--- config.mk ---
export PLATFORM = sky130hd
export DESIGN_NAME = length_prefixed_message_deframer
export DESIGN_NICKNAME = d
export VERILOG_FILES = /design/src/lpmd_pkg.sv /design/src/length_prefixed_message_deframer.sv /design/src/lpmd_core.sv
export SDC_FILE = /design/constraint.sdc
export NUM_CORES = 1
export LEC_CHECK = 0
export ABC_AREA = 1
export BUFFER_PORTS_ARGS = -buffer_cell sky130_fd_sc_hd__buf_4
export CORE_ASPECT_RATIO = 0.9
export CORE_MARGIN = 5
export CORE_UTILIZATION = 45
export DETAILED_ROUTE_END_ITERATION = 7
export GPL_TIMING_DRIVEN = 0
export HOLD_SLACK_MARGIN = 0.06
export SYNTH_ARGS = -nofsm -noshare
export SYNTH_HDL_FRONTEND = slang
export SYNTH_HIERARCHICAL = 1
export SYNTH_SLANG_ARGS = --single-unit
--- constraint.sdc ---
create_clock -name clk -period 7.2 [get_ports clk]
set_input_delay 0.36 -clock clk [delete_from_list [all_inputs] [get_ports clk]]
set_output_delay 0.36 -clock clk [all_outputs]
set_load 0.01 [all_outputs]
--- src/lpmd_pkg.sv ---
`timescale 1ns / 1ps
// ----------------------------------------------------------------------------
// lpmd_pkg
// Shared types and constants for the length-prefixed message deframer.
// ----------------------------------------------------------------------------
package lpmd_pkg;

    localparam int unsigned LEN_W        = 32;
    localparam int unsigned BYTE_W       = 8;
    localparam int unsigned KIND_W       = 2;
    localparam int unsigned HDR_CNT_W    = 2;
    localparam int unsigned OUT_TDATA_W  = 40;

    // Length prefix reset value of the maximum length register
    localparam logic [LEN_W-1:0] MAX_LENGTH_RESET = 32'd1048576;

    // Result kinds
    localparam logic [KIND_W-1:0] KIND_KEEPALIVE = 2'd0;
    localparam logic [KIND_W-1:0] KIND_ID        = 2'd1;
    localparam logic [KIND_W-1:0] KIND_PAYLOAD   = 2'd2;
    localparam logic [KIND_W-1:0] KIND_OVERSIZE  = 2'd3;

    // One result item
    typedef struct packed {
        logic [KIND_W-1:0] kind;
        logic [BYTE_W-1:0] value;
        logic [LEN_W-1:0]  payload_length;
        logic              last;
    } result_t;

endpackage

--- src/length_prefixed_message_deframer.sv ---
`timescale 1ns / 1ps
// ----------------------------------------------------------------------------
// length_prefixed_message_deframer
// Splits a byte stream into keep-alive, id, payload and oversize results
// using a 4-byte big-endian length prefix.
// ----------------------------------------------------------------------------
//  channel | direction | payload                                | transaction
//  s_*     | in        | tdata[7:0] data_byte                   | tvalid & tready
//  m_*     | out       | tdata value, payload_length; tuser kind | tvalid & tready
//          |           | tlast last                             |
//  cfg_*   | in        | cfg_data max_length                    | cfg_valid & cfg_ready
//
//  One byte is accepted per cycle while s_tready is high; its result, if any, is
//  registered in the result register, or in a one-entry skid register if that is
//  full and stalled. The two decouple the sides, so s_tready drops only when both
//  are full under a stalled m_tready. Reset clears framing state and sets max_length
//  to 1048576; a length above it leaves the block discarding bytes until reset.
// ----------------------------------------------------------------------------
module length_prefixed_message_deframer
    import lpmd_pkg::*;
(
    input  logic                   clk,
    input  logic                   rst_n,
    input  logic                   s_tvalid,
    output logic                   s_tready,
    input  logic [BYTE_W-1:0]      s_tdata,   // [7:0] data_byte
    output logic                   m_tvalid,
    input  logic                   m_tready,
    output logic [OUT_TDATA_W-1:0] m_tdata,   // [7:0] value, [39:8] payload_length
    output logic [KIND_W-1:0]      m_tuser,   // [1:0] kind
    output logic                   m_tlast,
    input  logic                   cfg_valid,
    output logic                   cfg_ready,
    input  logic [LEN_W-1:0]       cfg_data
);

    logic [LEN_W-1:0] max_len_reg;
    logic             in_fire;
    logic             out_pop;
    logic             res_valid;
    result_t          res;
    logic             out_valid_reg;
    result_t          out_reg;
    logic             skid_valid_reg;
    result_t          skid_reg;

    assign cfg_ready = 1'b1;
    assign s_tready  = !skid_valid_reg;
    assign in_fire   = s_tvalid && s_tready;
    assign out_pop   = out_valid_reg && m_tready;

    // Hold the maximum length register
    always_ff @(posedge clk or negedge rst_n)
    begin
        if (!rst_n)
        begin
            max_len_reg <= MAX_LENGTH_RESET;
        end
        else if (cfg_valid)
        begin
            max_len_reg <= cfg_data;
        end
    end

    lpmd_core u_core
    (
        .clk        (clk),
        .rst_n      (rst_n),
        .in_fire    (in_fire),
        .data_byte  (s_tdata),
        .max_length (max_len_reg),
        .res_valid  (res_valid),
        .res        (res)
    );

    // Advance results through the output and skid registers
    always_ff @(posedge clk or negedge rst_n)
    begin
        if (!rst_n)
        begin
            out_valid_reg  <= 1'b0;
            skid_valid_reg <= 1'b0;
        end
        else if (skid_valid_reg)
        begin
            if (out_pop)
            begin
                out_valid_reg  <= 1'b1;
                skid_valid_reg <= 1'b0;
            end
        end
        else if (!out_valid_reg || out_pop)
        begin
            out_valid_reg <= res_valid;
        end
        else if (res_valid)
        begin
            skid_valid_reg <= 1'b1;
        end
    end

    // Move result payloads
    always_ff @(posedge clk)
    begin
        if (skid_valid_reg)
        begin
            if (out_pop)
            begin
                out_reg <= skid_reg;
            end
        end
        else if (!out_valid_reg || out_pop)
        begin
            out_reg <= res;
        end
        else if (res_valid)
        begin
            skid_reg <= res;
        end
    end

    assign m_tvalid = out_valid_reg;
    assign m_tdata  = {out_reg.payload_length, out_reg.value};
    assign m_tuser  = out_reg.kind;
    assign m_tlast  = out_reg.last;

endmodule

--- src/lpmd_core.sv ---
`timescale 1ns / 1ps
// ----------------------------------------------------------------------------
// lpmd_core
// Framing state machine: gathers the length prefix (keep-alive or oversize), then
// classifies each byte as id, payload or discarded, one byte per cycle on in_fire.
// ----------------------------------------------------------------------------
module lpmd_core
    import lpmd_pkg::*;
(
    input  logic              clk,
    input  logic              rst_n,
    input  logic              in_fire,
    input  logic [BYTE_W-1:0] data_byte,
    input  logic [LEN_W-1:0]  max_length,
    output logic              res_valid,
    output result_t           res
);

    localparam logic [1:0] PHASE_HEADER  = 2'd0;
    localparam logic [1:0] PHASE_ID      = 2'd1;
    localparam logic [1:0] PHASE_PAYLOAD = 2'd2;
    localparam logic [1:0] PHASE_ERROR   = 2'd3;

    logic [1:0]           phase_reg, phase_next;
    logic [HDR_CNT_W-1:0] hdr_cnt_reg, hdr_cnt_next;
    logic [LEN_W-1:0]     len_acc_reg, len_acc_next;
    logic [LEN_W-1:0]     remain_reg, remain_next;
    logic [LEN_W-1:0]     len_full;
    logic [LEN_W-1:0]     remain_dec;

    assign len_full   = {len_acc_reg[LEN_W-BYTE_W-1:0], data_byte};
    assign remain_dec = (remain_reg != '0) ? (remain_reg - 1'b1) : remain_reg;

    // Decode the current byte and advance the framing state
    always_comb
    begin
        phase_next   = phase_reg;
        hdr_cnt_next = hdr_cnt_reg;
        len_acc_next = len_acc_reg;
        remain_next  = remain_reg;
        res_valid    = 1'b0;
        res          = '{kind: KIND_KEEPALIVE, value: '0, payload_length: '0, last: 1'b1};

        if (in_fire)
        begin
            case (phase_reg)
                PHASE_HEADER:
                begin
                    hdr_cnt_next = hdr_cnt_reg + 1'b1;
                    len_acc_next = len_full;
                    if (hdr_cnt_reg == '1)
                    begin
                        len_acc_next = '0;
                        if (len_full == '0)
                        begin
                            res_valid = 1'b1;
                        end
                        else if (len_full > max_length)
                        begin
                            res_valid   = 1'b1;
                            res.kind    = KIND_OVERSIZE;
                            phase_next  = PHASE_ERROR;
                        end
                        else
                        begin
                            remain_next = len_full - 1'b1;
                            phase_next  = PHASE_ID;
                        end
                    end
                end
                PHASE_ID:
                begin
                    res_valid          = 1'b1;
                    res.kind           = KIND_ID;
                    res.value          = data_byte;
                    res.payload_length = remain_reg;
                    res.last           = (remain_reg == '0);
                    phase_next         = (remain_reg == '0) ? PHASE_HEADER : PHASE_PAYLOAD;
                end
                PHASE_PAYLOAD:
                begin
                    remain_next = remain_dec;
                    res_valid   = 1'b1;
                    res.kind    = KIND_PAYLOAD;
                    res.value   = data_byte;
                    res.last    = (remain_dec == '0);
                    if (remain_dec == '0)
                    begin
                        phase_next = PHASE_HEADER;
                    end
                end
                default:
                begin
                    // Drop every byte until reset
                    phase_next = PHASE_ERROR;
                end
            endcase
        end
    end

    // Hold framing state
    always_ff @(posedge clk or negedge rst_n)
    begin
        if (!rst_n)
        begin
            phase_reg   <= PHASE_HEADER;
            hdr_cnt_reg <= '0;
            len_acc_reg <= '0;
            remain_reg  <= '0;
        end
        else
        begin
            phase_reg   <= phase_next;
            hdr_cnt_reg <= hdr_cnt_next;
            len_acc_reg <= len_acc_next;
            remain_reg  <= remain_next;
        end
    end

endmodule

==> results of run 1 <==
-- per-stage QoR --
stage	setup slack (ps)	utilization	cell area, um2
5_1_grt	3440	0.529	12300
3_3_place_gp	1560	0.499	11600
3_5_place_dp	3650	0.502	11700
6_report	3630	0.529	12300
4_1_cts	3630	0.527	12300
2_1_floorplan	3130	-	10600
-- how the worst max path moves through the flow --
stage,startpoint,end
detailed placement,u_core/len_acc_reg[22]$_DFFE_PN0P_,skid_reg[24]$_DFFE_PP_
global placement,u_core/len_acc_reg[22]$_DFFE_PN0P_,skid_reg[20]$_DFFE_PP_
global route,u_core/len_acc_reg[22]$_DFFE_PN0P_,skid_reg[10]$_DFFE_PP_
finish,u_core/len_acc_reg[22]$_DFFE_PN0P_,skid_reg[25]$_DFFE_PP_
floorplan,s_tdata[0],skid_reg[0]$_DFFE_PP_
CTS,u_core/len_acc_reg[22]$_DFFE_PN0P_,skid_reg[25]$_DFFE_PP_
-- where the power goes --
group / switching, uW / total, uW / internal, uW
clock network: 461 / 943 / 482
registers: 285 / 1720 / 1430
logic: 1480 / 2240 / 752
-- cell families after synthesis --
logic type               synth area share
AND/OR/NAND/NOR                     0.286
buffers and inverters              0.0944
flip-flops                          0.466
AO/OA/AOI/OAI                      0.0902
adder cells (fa/ha/maj)            0.0473
XOR/XNOR                           0.0157
other                            0.000354
-- routing by layer --
metal,track usage,vias to the layer above,wire (um)
met3,0.0363,38,1460
met1,0.315,4228,13600
li1,-,4575,-
met5,0,-,0
met2,0.361,233,13800
met4,0.0558,0,574
-- area by class of cell --
class	instances	area share
clock inverters	13	0.0109
multi-input cells	937	0.379
well taps	302	0.0307
flip-flops and latches	180	0.401
repair buffers	92	0.0600
plain buffers	44	0.0233
clock buffers	19	0.0369
inverters	190	0.0579
-- cells in the mapped netlist (all sizes together), types with 2 or more instances --
cell type,instances
nand4,17
clkbuf,19
nand2,414
ha,40
buf,25
or2,4
o31ai,7
clkinv,5
xnor2,6
dfrtp,93
edfxtp,86
nand3b,2
xor2,13
a31oi,2
inv,185
nor2,151
a211oi,2
nand3,68
a21oi,22
o21ai,139
nor3,39
a21o,2
nor4,3
-- what timing repair did --
action / 4_1_cts / 5_1_grt
endpoints found under the hold margin: 0 / 32
hold buffers: 0 / 1
gates resized for setup: 0 / 0
-- worst register-to-register path, stage by stage (launching register included) --
cell	delay, ps
sky130_fd_sc_hd__dfrtp_1	470
sky130_fd_sc_hd__ha_1	320
sky130_fd_sc_hd__nand2_1	60
sky130_fd_sc_hd__nor2_1	160
sky130_fd_sc_hd__nand4_1	170
sky130_fd_sc_hd__nor4_1	610
sky130_fd_sc_hd__nand2_1	140
sky130_fd_sc_hd__nand2_1	120
sky130_fd_sc_hd__nand2_1	50
sky130_fd_sc_hd__nand2_1	60
sky130_fd_sc_hd__nand3_1	90
sky130_fd_sc_hd__a21oi_1	250
sky130_fd_sc_hd__nand2_1	140
sky130_fd_sc_hd__nor2_4	330
sky130_fd_sc_hd__buf_12	260
==> impl.org, run 1 <==
** Status
- Run status :: finished clean

** Yosys
- Synthesized instance count :: 1,351
- Total nets after synthesis :: 1,436
- After synthesis, the cell types taking the most area are sky130_fd_sc_hd__edfxtp_1 24%, sky130_fd_sc_hd__dfrtp_1 22%, sky130_fd_sc_hd__nand2_1 14%.
- Of the post-synthesis cell area, the dominant cell type holds 0.244.
- Post-synth top area cell :: sky130_fd_sc_hd__edfxtp_1
- Synthesis inferred 180 register bits.
- Number of enable-type register cells in the synthesized netlist :: 86
- In this run the cell area of the synthesized design comes to 10,600 um2.
- For this run, the number of Yosys warnings is 6.
- Main synth FF type :: sky130_fd_sc_hd__dfrtp_1
- Fraction of the yosys area taken by sequential cells :: 0.466
- Async S/R FF share, synth :: 0.522
- In this run, distinct cell masters in the synthesized netlist total 46.
- Mean area per synthesized cell :: 7.84 um2

** Die
- The floorplan step set the die width to 172 um.
- Initial cell density of the core :: 0.455
- Count of standard-cell rows :: 53
- The die is 156 um tall.
- The die covers 26,700 um2.
- I/O pin cnt :: 91
- Core Area :: 23,300 um2

** Timing
- The final count of pins violating max slew was 0.
- Between clock sinks in the finished design, the worst skew comes to 13.0 ps.
- The worst pin sits at a relative slew slack of 0.495.
- Final TNS setup :: 0 ps
- Final worst path period need :: 3570 ps
- Peak clock frequency supported by timing :: 280 MHz
- Setup violations remaining at the end of the flow were counted as 0.
- Setup repair after global routing left no endpoint under its margin.
- Final Hold Violating Endpoints :: 0
- Worst Max-Slew Pin Slew :: 750 ps
- In the finished design, the share of the clock period the worst path needs comes to 0.495.
- Worst slack on hold paths :: 119 ps

** Finish
- Leaving out fill and tap cells, the most frequent cell in the layout is sky130_fd_sc_hd__nand2_1.
- The library cells used most frequently in the layout, excluding fill and tap cells, are 400 x sky130_fd_sc_hd__nand2_1, 175 x sky130_fd_sc_hd__inv_1, 124 x sky130_fd_sc_hd__nor2_1.
- Antenna cell count :: 0
- Area growth from synthesis to layout :: 16.3%
- Number of standard cells in the final layout excluding fillers :: 1,777
- Layout cells sized above 1 :: 0.147
- Registers take 4940 um2.
- The register with the most flip-flops in the layout has 43 of them.
- Filler cell count in the final layout :: 2,266
- At the end of the flow, the number of nets in the layout was 1,547.
- Area taken by multi-input logic gates :: 4670 um2

** Worst setup path
- Cell family with the largest share of critical-path delay :: simple AND/OR/NAND/NOR gates
- STA puts the critical path data arrival time at 3700 ps.
- Highest-delay cell along the critical path :: sky130_fd_sc_hd__nor4_1
- Flop-to-flop setup slack :: 3630 ps
- For the worst flop-to-flop path, the logic depth is 14.
- Cells along the critical path :: ha_1 -> nand2_1 -> nor2_1 -> nand4_1 -> nor4_1 -> nand2_1 -> nand2_1 -> nand2_1 -> nand2_1 -> nand3_1 -> a21oi_1 -> nand2_1 -> nor2_4 -> buf_12
- Number of stages on the worst setup path :: 14
- Worst reg2reg path endpoint :: skid_reg[25]$_DFFE_PP_
- For this run, the slowest stage of the critical path takes 610 ps.
- Endpoint type of the worst setup path :: flop
- Data on the critical path is required at its endpoint by 7330 ps.
- In this run the critical register-to-register path is launched from u_core/len_acc_reg[22]$_DFFE_PN0P_.
- Counting both buffers and inverters, the worst setup path holds a total of 1.
- The worst setup path is launched from a flop.
- Of all nets on the critical path, the largest fanout is 32.
- Worst setup path category :: flop to flop
- In this design, the critical path's most frequently occurring cell is sky130_fd_sc_hd__nand2_1.

** Detailed routing
- The count of nets left with antenna violations once routing finished came out at 0.
- After detailed routing, the number of vias per cell comes to 5.11.
- The first detailed-routing pass ran for 5 iterations.
- In the routed design, unresolved DRC markers number 0.
- The routed layout has 9,074 vias.
- Violation count after the first detailed-routing iteration :: 609
- Total routed wirelength :: 29.4 mm
- Average wire length per cell after detail routing :: 16.6 um

** Pwr
- After layout, the design draws a total of 4900 uW.
- For this design the ratio of total power to cell area is 398 nW/um2.
- Summed over all cells, the static leakage comes to 0.00586 uW.
- Peak supply drop :: 0.168 mV

** GRT
- The first global-routing pass estimated 46.7 mm of wire.
- Across every metal layer, demand over resource in global routing totals 0.223.
- Overflow left after global routing :: 0
- The number of global-route vias before repair came to 8,716.
- Entering global routing, the biggest net connects 95 pins.
- The number of antenna violations at the first check in global routing came to 0.

** CTS
- CTS root buf :: sky130_fd_sc_hd__clkbuf_16
- The tree built by TritonCTS fans out to 180 sinks.
- After clock tree synthesis, the clock-pin slew on the worst setup and hold paths is 80 ps.
- The clock passes through at most 2 buffers.
- Clock tree from TritonCTS :: done
- Deepest level of the CTS H-tree :: 4
- At the later pin of the worst-skew pair, clock insertion delay measures 440 ps.
- In this run, CTS created clock tree buffers numbering 17.
- Once the clock tree was built, the setup fixing pass inserted 0 buffers.

** Worst hold path
- Critical hold path startpoint :: cfg_data[18]
- Class of the most critical hold timing path :: input pin to flop
- The worst hold path terminates at max_len_reg[18]$_DFFE_PN0P_.
- Worst hold path depth :: 3

** Placed design
- Input and output buffers added on the ports amount to 88.
- Routability-driven placement finished with a final weighted congestion of 0.949.
- Once detailed placement completed, the half-perimeter wirelength came to 23.0 mm.
- Placed Cells incl. Taps :: 1,743

** Job
- The tool flagged a number of max-cap violations equal to 0.
(Power assumes the default switching activity.)
==> run 2, diff against run 1 <==
clock period = 3.3 ns   (was 7.2 ns; I/O delays follow)
==> run 2 against run 1 <==
Effect of this change: sequential share of layout area shrank 1.5 points; power grew 120%; setup slack lost 3400 ps; critical path depth grew 1; first-iteration DRC count grew 26%; final cell count grew 2.7%; non-clock buffer count grew 48; combinational power grew 120%.
==> impl.org, run 2 (synthesis gave the netlist of run 1 again) <==
** Status
- Run status :: finished clean

** Detailed routing
- Total vias in the final route :: 9,252
- The first routing iteration left 767 violations.
- Per-cell via count in the routed design :: 5.07
- The final layout contains routed wiring with a total length of 29.8 mm.
- Number of detailed-routing iterations run before antenna repair :: 5
- Average wire length per cell after detail routing :: 16.3 um
- Post-detailed-route DRC marker count :: 0
- The detail route stage leaves a number of antenna-violating nets equal to 0.

** Finish
- Most frequent cells in the layout :: 400 x sky130_fd_sc_hd__nand2_1, 175 x sky130_fd_sc_hd__inv_1, 124 x sky130_fd_sc_hd__nor2_1
- Area growth from synthesis to layout :: 20.9%
- Antenna cell count :: 0
- The register with the most flip-flops in the layout has 43 of them.
- Summing all flip-flop and latch instances after layout gives 4940 um2.
- Area taken by multi-input logic gates :: 4700 um2
- Leading cell type in the layout, fill and taps excluded :: sky130_fd_sc_hd__nand2_1
- The final layout contains 1,595 nets.
- In the final layout, the share of cells above drive strength 1 is 0.148.
- Filler cell count in the final layout :: 2,209
- For this run, the share of the core covered by cells in the final layout is 0.550.

** Worst setup path
- The endpoint identified for the worst register-to-register timing path is skid_reg[35]$_DFFE_PP_.
- Worst reg2reg startpoint :: u_core/len_acc_reg[22]$_DFFE_PN0P_
- Data arrival at the endpoint of the critical path :: 3200 ps
- In this run the worst path has a maximum fanout of 17.
- Measured in cells, the most critical reg-to-reg path has a length of 15.
- Worst setup path category :: flop to flop
- STA classifies the critical path endpoint as a flop.
- Sort of element at the start of the critical path :: flop
- Across all register-to-register paths, the minimum setup slack is 240 ps.
- Data on the critical path is required at its endpoint by 3450 ps.

** GRT
- Global-route usage over all layers :: 0.227
- Entering global routing, the biggest net connects 95 pins.
- Overflow left after global routing :: 0
- The number of global-route vias before repair is 8,755.
- The first global-routing pass estimated 47.3 mm of wire.
- Number of antenna violations at the first check in global routing :: 0

** Timing
- Final period util :: 0.926
- Final worst path period need :: 3060 ps
- Count of final max-slew check failures :: 0
- For this run, the top clock speed supported by timing is 327 MHz.
- Final TNS setup :: 0 ps
- Final-report setup violation count :: 0
- Across the routed clock network, the largest skew measured is 21.1 ps.
- The number of endpoints with negative hold slack in the final report was 0.
- Measured against its own limit, the worst slew margin works out to 0.384.
- Final hold analysis gives a worst-case slack of 72.3 ps.
- At the pin with the least slew margin, the transition time is 924 ps.
- In the post-route analysis, the smallest setup slack over all paths is 245 ps.
- Setup repair after global routing left no endpoint under its margin.

** Placed design
- Timing analysis after detailed placement gives a worst setup slack of -203 ps.
- In this run the tool buffered the top-level ports with 88 buffer cells.
- Final weighted congestion in routability-driven placement :: 0.928
- Once detailed placement completed, the half-perimeter wirelength came to 22.9 mm.

** CTS
- Clock Path Buffers :: 2
- Number of sinks on the clock net :: 180
- CTS root buf :: sky130_fd_sc_hd__clkbuf_16
- In this run the number of H-tree levels came out at 4.
- Insertion delay of the later-clocked pin in the worst-skew pair :: 450 ps
- Clock tree from TritonCTS :: done
- Clock tree synthesis inserted a total of 17 buffers.
- Clock-pin transition on the worst setup and hold timing paths :: 80 ps

** Die
- Initial cell density of the core :: 0.455
- Count of standard-cell rows :: 53
- During I/O placement, the number of pins put on the boundary was 91.
- The core region is 23,300 um2.
- Die Y-Extent :: 156 um
- Measured along the x axis, the die boundary spans 172 um.
- The die covers 26,700 um2.

** Job
- Number of maximum-capacitance violations :: 0

** Worst hold path
- The worst hold path was traced through 3 stages.
- Critical hold path startpoint :: cfg_valid
- The worst hold path belongs to the class input pin to flop.
- Hold worst-path end :: max_len_reg[4]$_DFFE_PN0P_

** Pwr
- Leakage power summed over all cells :: 0.00607 uW
- The worst-case IR drop observed on VDD is 0.366 mV.
- Total power divided by cell area :: 837 nW/um2
==> run 2: stage by stage <==
step,std cells,power (uW),instance area [um2]
3_5_place_dp,1743,8610,11700
6_report,1825,10700,12800
4_1_cts,1818,10700,12700
2_1_floorplan,1351,6860,10600
5_1_grt,1825,11500,12800
3_3_place_gp,1741,8530,11600
==> run 2: worst max path at each step <==
stage | start | to | slack [ps] | cells after the start
finish | u_core/len_acc_reg[22]$_DFFE_PN0P_ | skid_reg[35]$_DFFE_PP_ | 240 | 15
global route | s_tdata[1] | skid_reg[35]$_DFFE_PP_ | 30 | 18
detailed placement | u_core/len_acc_reg[22]$_DFFE_PN0P_ | skid_reg[20]$_DFFE_PP_ | -200 | 14
CTS | u_core/len_acc_reg[22]$_DFFE_PN0P_ | skid_reg[25]$_DFFE_PP_ | 70 | 14
global placement | u_core/len_acc_reg[22]$_DFFE_PN0P_ | skid_reg[20]$_DFFE_PP_ | -1290 | 13
floorplan | max_len_reg[20]$_DFFE_PN1P_ | skid_reg[0]$_DFFE_PP_ | 10 | 12
==> run 2: worst max-delay path: stages (launching register included) <==
cell,delay [ps]
sky130_fd_sc_hd__dfrtp_1,480
sky130_fd_sc_hd__ha_1,310
sky130_fd_sc_hd__nand2_1,60
sky130_fd_sc_hd__nor2_1,170
sky130_fd_sc_hd__nand4_1,240
sky130_fd_sc_hd__nor4_4,290
sky130_fd_sc_hd__nand2_1,100
sky130_fd_sc_hd__nand2_1,100
sky130_fd_sc_hd__nand2_1,60
sky130_fd_sc_hd__nand2_1,60
sky130_fd_sc_hd__nand3_1,90
sky130_fd_sc_hd__a21oi_2,210
sky130_fd_sc_hd__nand2_1,110
sky130_fd_sc_hd__nor2_4,140
sky130_fd_sc_hd__buf_12,140
sky130_fd_sc_hd__clkbuf_16,180
==> run 2: power by group <==
part	switching (uW)	internal (uW)
sequential	621	3130
clock	1010	1010
combinational	3250	1700
==> run 2: layout make-up <==
class,count,share of cell area
buffer,44,0.0224
clock buffer,18,0.0335
clock inverter,14,0.0112
inverter,190,0.0557
multi-input combinational,937,0.367
sequential,180,0.386
tap,302,0.0295
timing repair buffer,140,0.0951
==> run 2: repair_timing <==
action,CTS,global route
hold buffers,43,0
hold endpoints to repair,93,0
setup buffers,0,6
endpoints found under the setup margin,34,34
pin swaps,0,1
resized for setup,2,2
cloned,0,1
==> run 2: layer usage <==
layer  track usage  vias up  share of wire
met1         0.319     4340           0.46
met2         0.373      225           0.47
met3        0.0412       29          0.052
met4        0.0438        0          0.015
li1              -     4658              -
met5             0        -              0
